[config.mk]
export PLATFORM = sky130hd
export DESIGN_NAME = sob_lane
export DESIGN_NICKNAME = d
export VERILOG_FILES = /design/src/hw/rtl/sob_pkg.sv /design/src/hw/rtl/sob_lane.sv
export SDC_FILE = /design/constraint.sdc
export NUM_CORES = 1
export LEC_CHECK = 0
export BUFFER_PORTS_ARGS = -buffer_cell sky130_fd_sc_hd__buf_2
export CORE_UTILIZATION = 40
export DETAILED_ROUTE_END_ITERATION = 7
export HOLD_SLACK_MARGIN = 0.05
export PLACE_DENSITY = 0.55
export SLEW_MARGIN = 10
export SYNTH_ARGS = -nofsm -noshare
export SYNTH_HDL_FRONTEND = slang
export SYNTH_SLANG_ARGS = --single-unit
[constraint.sdc]
create_clock -name clk -period 8.9 [get_ports clk]
set_input_delay 0.89 -clock clk [delete_from_list [all_inputs] [get_ports clk]]
set_output_delay 0.89 -clock clk [all_outputs]
set_load 0.02 [all_outputs]
[src/hw/rtl/sob_pkg.sv]
// Package for the Sobel edge magnitude block: widths, register map,
// reset values, controller states and the lane control struct.
// No dependencies; every other file of the block imports it.
package sob_pkg;

    // Pixel and channel widths.
    localparam int PIX_W = 8;
    localparam int RGB_W = 3 * PIX_W;
    localparam int LANES = 3;

    // Configuration register map (APB data 32 bits, registers at 4*i).
    localparam int APB_ADDR_W = 3;
    localparam int APB_DATA_W = 32;
    localparam int WIDTH_REG_W = 11;
    localparam int HEIGHT_REG_W = 13;
    localparam logic REG_IMAGE_WIDTH = 1'b0;
    localparam logic REG_IMAGE_HEIGHT = 1'b1;
    localparam logic [WIDTH_REG_W-1:0] WIDTH_RESET = 11'd640;
    localparam logic [HEIGHT_REG_W-1:0] HEIGHT_RESET = 13'd480;

    // Input item kinds.
    localparam logic KIND_PIXEL = 1'b0;
    localparam logic KIND_FLUSH = 1'b1;

    // Lane arithmetic: gradients, sum of squares and rounded root.
    localparam int SUM_W = PIX_W + 2;
    localparam int GRAD_W = PIX_W + 3;
    localparam int SQ_W = 2 * GRAD_W;
    localparam int ROOT_W = 17;
    localparam int ROOT_STEPS = 8;
    localparam logic [SQ_W-1:0] SAT_LIMIT = 22'd65280;
    localparam logic [PIX_W-1:0] SAT_MAG = 8'd255;

    // Controller states.
    typedef enum logic [2:0] {
        ST_IDLE,
        ST_LOAD,
        ST_GRAD,
        ST_SQUARE,
        ST_ROOT,
        ST_DONE
    } sob_state_t;

    // Control from the sequencer to the channel lanes.
    typedef struct packed {
        logic       grad_en;
        logic       square_en;
        logic       root_en;
        logic [2:0] step;
    } sob_lane_ctrl_t;

endpackage

[src/hw/rtl/sob_lane.sv]
// One channel lane: masked 3x3 Sobel gradients, sum of squares and a
// bit-by-bit rounded square root saturated at 255. Uses sob_pkg.
module sob_lane (
    input  logic                                   clk,
    input  sob_pkg::sob_lane_ctrl_t                ctrl,
    input  logic [2:0][2:0][sob_pkg::PIX_W-1:0]    win,
    input  logic [2:0]                             row_mask,
    input  logic [2:0]                             col_mask,
    output logic [sob_pkg::PIX_W-1:0]              mag
);
    import sob_pkg::*;

    logic [2:0][2:0][PIX_W-1:0] px;
    logic [SUM_W-1:0]           sum_left;
    logic [SUM_W-1:0]           sum_right;
    logic [SUM_W-1:0]           sum_top;
    logic [SUM_W-1:0]           sum_bottom;
    logic signed [GRAD_W-1:0]   gx_next;
    logic signed [GRAD_W-1:0]   gy_next;
    logic signed [GRAD_W-1:0]   gx_reg;
    logic signed [GRAD_W-1:0]   gy_reg;
    logic signed [SQ_W-1:0]     gx_sq;
    logic signed [SQ_W-1:0]     gy_sq;
    logic [SQ_W-1:0]            n_sum;
    logic                       sat_reg;
    logic [ROOT_W-1:0]          m_reg;
    logic [ROOT_W-1:0]          res_reg;
    logic [ROOT_W-1:0]          bit_val;
    logic [ROOT_W-1:0]          trial;
    logic [PIX_W-1:0]           res_low;

    // Neighbors outside the frame count as zero.
    always_comb
    begin
        for (int i = 0; i < 3; i++)
        begin
            for (int j = 0; j < 3; j++)
            begin
                px[i][j] = (row_mask[i] && col_mask[j]) ? win[i][j] : '0;
            end
        end
    end

    // Weighted column and row sums of the two kernels.
    always_comb
    begin
        sum_left   = SUM_W'(px[0][0]) + {1'b0, px[1][0], 1'b0} + SUM_W'(px[2][0]);
        sum_right  = SUM_W'(px[0][2]) + {1'b0, px[1][2], 1'b0} + SUM_W'(px[2][2]);
        sum_top    = SUM_W'(px[0][0]) + {1'b0, px[0][1], 1'b0} + SUM_W'(px[0][2]);
        sum_bottom = SUM_W'(px[2][0]) + {1'b0, px[2][1], 1'b0} + SUM_W'(px[2][2]);
        gx_next    = $signed({1'b0, sum_right}) - $signed({1'b0, sum_left});
        gy_next    = $signed({1'b0, sum_bottom}) - $signed({1'b0, sum_top});
    end

    // Squared magnitude, at most 2 * 1020 * 1020, fits unsigned.
    always_comb
    begin
        gx_sq = SQ_W'(gx_reg) * SQ_W'(gx_reg);
        gy_sq = SQ_W'(gy_reg) * SQ_W'(gy_reg);
        n_sum = $unsigned(gx_sq) + $unsigned(gy_sq);
    end

    // One root digit per step, from bit 14 down to bit 0.
    always_comb
    begin
        bit_val = ROOT_W'(1) << (4'd14 - {ctrl.step, 1'b0});
        trial   = res_reg + bit_val;
    end

    always_ff @(posedge clk)
    begin
        if (ctrl.grad_en)
        begin
            gx_reg <= gx_next;
            gy_reg <= gy_next;
        end
        if (ctrl.square_en)
        begin
            sat_reg <= n_sum > SAT_LIMIT;
            m_reg   <= ROOT_W'(n_sum[15:0]);
            res_reg <= '0;
        end
        else if (ctrl.root_en)
        begin
            if (m_reg >= trial)
            begin
                m_reg   <= m_reg - trial;
                res_reg <= (res_reg >> 1) + bit_val;
            end
            else
            begin
                res_reg <= res_reg >> 1;
            end
        end
    end

    // Round up when the remainder exceeds the root.
    assign res_low = res_reg[PIX_W-1:0];
    assign mag = sat_reg ? SAT_MAG : ((m_reg > res_reg) ? res_low + PIX_W'(1) : res_low);

endmodule
==> qor.txt, run 1 <==
Critical Path Fanout Max = 21
WHS = 0.5204 ns
global route overflow = 0
area leader, netlist = fa_1
DRC = 0
CTS Sinks = 57
Clock transition at path regs = 0.06 ns
PortBufs = 84
largest net degree at the start of global routing = 51
H-Tree Depth = 3
max-slew violations = 0
crit end category = flip-flop
Worst setup SP type = flip-flop
I/O pin count = 93
Synth Flop Type = edfxtp_1
cts repair resizes = 0
outcome = finished clean
count leader, synth = inv_1
vias per cell = 4.840
Tot GR Track Use = 18.77%
post-route setup TNS = 0 ns
Rel. slew slack = 36.39%
Setup Crit Path Kind = reg -> reg
Area growth, synth to finish = 7.946%
fillers = 3,824
HP Class = reg -> reg
worst skew pair latency = 0.35 ns
site row count = 71
floorplan core area = 0.03802 mm^2
Initial DRT Pass Iterations = 5
Final nets = 2,287
Die Wd = 199.3 um
final setup fails = 0
RSZ-0062 raised after global routing = false
ANT nets after route = 0
Final Cycle Share = 89.27%
initial antenna violation count = 0
Initial Util = 40.96%
Worst-Margin Slew = 0.9542 ns
routed wire length = 34.25 mm
GP Congestion = 0.8399
max_cap viols = 0
full die area = 0.03973 mm^2
wire per inst = 15.18 um
vias in the first global route = 11,870
Post-Syn Nets = 2,229
Max clock buf depth = 2
number of synthesized register bits = 57
dpl hpwl = 29.94 mm
Root Driver = clkbuf_16
CTS tree = built
drt first-iter violations = 360
layout cells sized above 1 = 6.938%
Seq/Total Area, Yosys = 9.834%
post-synthesis async set-or-reset flop share = 0%
mapped cell area = 0.01557 mm^2
Avg Inst Size Synth = 9.265 um^2
final hold viol count = 0
Synth cell types = 61
setup bufs post-CTS = 0
number of flops mapped to enable cells by yosys = 39
Area contributors post-synth = fa_1 38%, ha_1 13%, inv_1 10%
CTS Hold Bufs = 0
first-pass GRT wire length = 58.25 mm
Yosys top cell area share = 38.43%
Ys Warns = 0
routed via count = 10,920
fin crit period = 7.945 ns
CP arrival = 7.99 ns
Achievable Freq = 125.9 MHz
Worst Path Required = 8.94 ns
skew final = 0.01297 ns
cts bufs inserted = 9
commonest cells in the netlist = 431 x inv_1, 299 x fa_1, 164 x ha_1, 92 x nand2_1, 74 x nor2_1
Die Y = 199.3 um
Mapped Cells = 1,681
==> worst paths after layout <==
check                   from         to  slack (ns)  cells after the start
setup reg to reg  gx_reg[10]    sat_reg        0.95                     21
setup / recovery  gx_reg[10]    sat_reg        0.95                     21
hold / removal     m_reg[16]  m_reg[16]        0.52                      2
hold reg to reg    m_reg[16]  m_reg[16]        0.52                      2
==> cells in the final DEF, fill, tap and decap left out, drive strengths merged, types with 23 or more instances in the layout <==
cell,count
edfxtp,39
inv,431
xnor2,69
nor2b,30
buf,94
o21ai,40
fa,299
nand2,92
and3,63
nor2,74
ha,164
xor2,23
and2,38
a21oi,55
==> routing by layer <==
layer,global-route usage [%],vias to the layer above,part of all wire (%)
met2,33.37,182,50
met1,23.88,5348,45
met5,0,-,0
met4,5.214,0,2.3
met3,2.278,36,3.1
li1,-,5354,-
==> critical path: stages, from the launching register on <==
cell and delay (ns):
edfxtp_1 0.77, nand2_1 0.21, inv_1 0.18, fa_1 0.45, fa_1 0.86, inv_1 0.19, fa_1 0.56, inv_1 0.05
fa_1 0.51, fa_1 0.44, fa_1 0.55, inv_1 0.06, fa_1 0.54, inv_1 0.05, ha_1 0.33, o21ai_0 0.14
a41oi_1 0.46, nor4_1 0.09, nor3_1 0.38, a221oi_1 0.15, xnor2_1 0.14, or4_1 0.53
==> through the flow <==
stage	setup slack (ns)	cell area, um^2	std cells	util, %
after detailed placement	0.9282	16520	2239	43.45
after CTS	0.9033	16810	2255	44.21
after global routing	0.4936	16810	2255	44.21
after floorplan	2.094	15570	1681	-
final	0.9547	16810	2256	44.21
after global placement	0.9647	16520	2239	43.45
==> logic make-up (layout without fill, tap and decap cells) <==
family / count (synthesis) / in the layout / share of synthesized area [%]
AO/OA/AOI/OAI: 200 / 200 / 8.460
flip-flops: 57 / 57 / 9.834
adder cells (fa/ha/maj): 463 / 463 / 51.61
AND/OR/NAND/NOR: 376 / 376 / 12.39
other: 0 / 1 / 0
multiplexers: 14 / 14 / 0.9159
XOR/XNOR: 92 / 92 / 5.174
buffers and inverters: 479 / 542 / 11.62
==> final cells by class <==
class	instances	area [um^2]	area share (%)
inverter	432	1622	9.646
clock buffer	10	229.0	1.362
clock inverter	6	58.81	0.3498
sequential	57	1531	9.110
timing repair buffer	94	495.5	2.947
multi-input combinational	1145	12230	72.77
tap	511	639.4	3.803
antenna	1	2.502	0.01489
Power of run 1 is not shown: default switching activity piles up to over one toggle a cycle in this logic, so the estimate is an artifact.
==> inputs of run 2 (changes only) <==
- CTS_BUF_LIST: not set -> sky130_fd_sc_hd__clkbuf_8 sky130_fd_sc_hd__clkbuf_16
==> qor.txt, run 2 (synthesis results as in run 1) <==
Achievable Freq = 125.8 MHz (was 125.9 MHz)
Tot GR Track Use = 18.77% (unchanged)
Setup Crit Path Kind = reg -> reg (unchanged)
routing usage on met1 = 23.88% (unchanged)
Initial Util = 40.96% (unchanged)
global routing's busiest layer = met2 (unchanged)
Final nets = 2,287 (unchanged)
worst skew pair latency = 0.35 ns (about the same)
GP Congestion = 0.8399 (unchanged)
Worst R2R Start = gx_reg[10] (unchanged)
layout cells sized above 1 = 6.938% (unchanged)
H-Tree Depth = 3 (unchanged)
Area growth, synth to finish = 7.946% (unchanged)
routed via count = 10,930 (was 10,920)
CP most frequent cell = fa_1 (unchanged)
site row count = 71 (unchanged)
full die area = 0.03973 mm^2 (unchanged)
fin crit period = 7.950 ns (was 7.945 ns)
vias per cell = 4.845 (was 4.840)
DRC = 0 (unchanged)
Initial DRT Pass Iterations = 5 (unchanged)
final setup fails = 0 (unchanged)
GR Layer Usage met2 = 33.37% (unchanged)
CP Cell Sequence = nand2_1 > inv_1 > fa_1 > fa_1 > inv_1 > fa_1 > inv_1 > fa_1 > fa_1 > fa_1 > inv_1 > fa_1 > inv_1 > ha_1 > o21ai_0 > a41oi_1 > nor4_1 > nor3_1 > a221oi_1 > xnor2_1 > or4_1 (unchanged)
CTS Hold Bufs = 0 (unchanged)
Worst setup SP type = flip-flop (unchanged)
cts bufs inserted = 9 (unchanged)
Worst-Margin Slew = 0.9542 ns (unchanged)
Die Wd = 199.3 um (unchanged)
first-pass GRT wire length = 58.25 mm (unchanged)
most frequent cells in the layout = 432 x inv_1, 299 x fa_1, 164 x ha_1 (was 431 x inv_1, 299 x fa_1, 164 x ha_1)
ANT nets after route = 0 (unchanged)
crit end category = flip-flop (unchanged)
fillers = 3,824 (unchanged)
drt first-iter violations = 362 (was 360)
global route overflow = 0 (unchanged)
CTS Sinks = 57 (unchanged)
Final Cycle Share = 89.33% (was 89.27%)
largest net degree at the start of global routing = 51 (unchanged)
crit-path max cell delay = 0.86 ns (about the same)
I/O pin count = 93 (unchanged)
RSZ-0062 raised after global routing = false (unchanged)
max_cap viols = 0 (unchanged)
HP Class = reg -> reg (unchanged)
floorplan core area = 0.03802 mm^2 (unchanged)
Die Y = 199.3 um (unchanged)
Rel. slew slack = 36.39% (unchanged)
dpl hpwl = 29.94 mm (unchanged)
setup bufs post-CTS = 0 (unchanged)
initial antenna violation count = 0 (unchanged)
CTS tree = built (unchanged)
routed wire length = 34.25 mm (about the same)
R2R setup slack = 0.95 ns (about the same)
wire per inst = 15.18 um (about the same)
PortBufs = 84 (unchanged)
final hold viol count = 0 (unchanged)
GR Util met3 = 2.278% (unchanged)
Clock transition at path regs = 0.06 ns (about the same)
Worst Path Required = 8.94 ns (about the same)
Critical Path Fanout Max = 21 (unchanged)
Max clock buf depth = 2 (unchanged)
slowest cell on the critical path = fa_1 (unchanged)
most common cell after layout, fill and taps aside = inv_1 (unchanged)
vias in the first global route = 11,870 (unchanged)
CP arrival = 7.99 ns (about the same)
skew final = 0.01297 ns (unchanged)
start point of the worst min-delay path = m_reg[16] (unchanged)
max-slew violations = 0 (unchanged)
CP startpoint = gx_reg[10] (unchanged)
Root Driver = clkbuf_16 (unchanged)
outcome = finished clean (unchanged)
post-route setup TNS = 0 ns (unchanged)
cts repair resizes = 0 (unchanged)
==> run 2: critical path: cells and delay by family (launching register included) <==
kind	cells	cell delay [ns]
simple gates	4	1.20
compound gates	3	0.75
fa+ha+maj	8	4.24
flops	1	0.77
buf+inv	5	0.53
xor+xnor	1	0.14
==> run 2: layer usage <==
metal,vias to the layer above,share of wire (%)
met2,181,50
met1,5359,45
li1,5355,-
met5,-,0
met3,36,2.8
met4,0,2.3
==> run 2: through the flow <==
step / cell area (um^2) / utilization (%) / worst slack (ns) / cells / hold WS, ns
after floorplan: 15570 / - / 2.094 / 1681 / 0.4710
after global placement: 16520 / 43.45 / 0.9647 / 2239 / 0.5046
after detailed placement: 16520 / 43.45 / 0.9282 / 2239 / 0.5110
after CTS: 16810 / 44.21 / 0.9033 / 2255 / 0.5224
after global routing: 16810 / 44.21 / 0.4936 / 2255 / 0.5561
final: 16810 / 44.21 / 0.9499 / 2256 / 0.5204
==> run 2: worst paths after layout <==
kind / cells past startpoint / endpoint
setup / recovery: 21 / sat_reg
hold / removal: 2 / m_reg[16]
setup reg to reg: 21 / sat_reg
hold reg to reg: 2 / m_reg[16]
==> run 2: area by class of cell <==
type	instances	area, um^2	share of cell area, %
well taps	511	639.4	3.803
repair buffers	94	495.5	2.947
flip-flops and latches	57	1531	9.110
multi-input cells	1145	12230	72.77
clock inverters	7	62.56	0.3721
inverters	432	1622	9.646
clock buffers	9	225.2	1.340
diodes	1	2.502	0.01489
Power of run 2 is left out for the same reason.
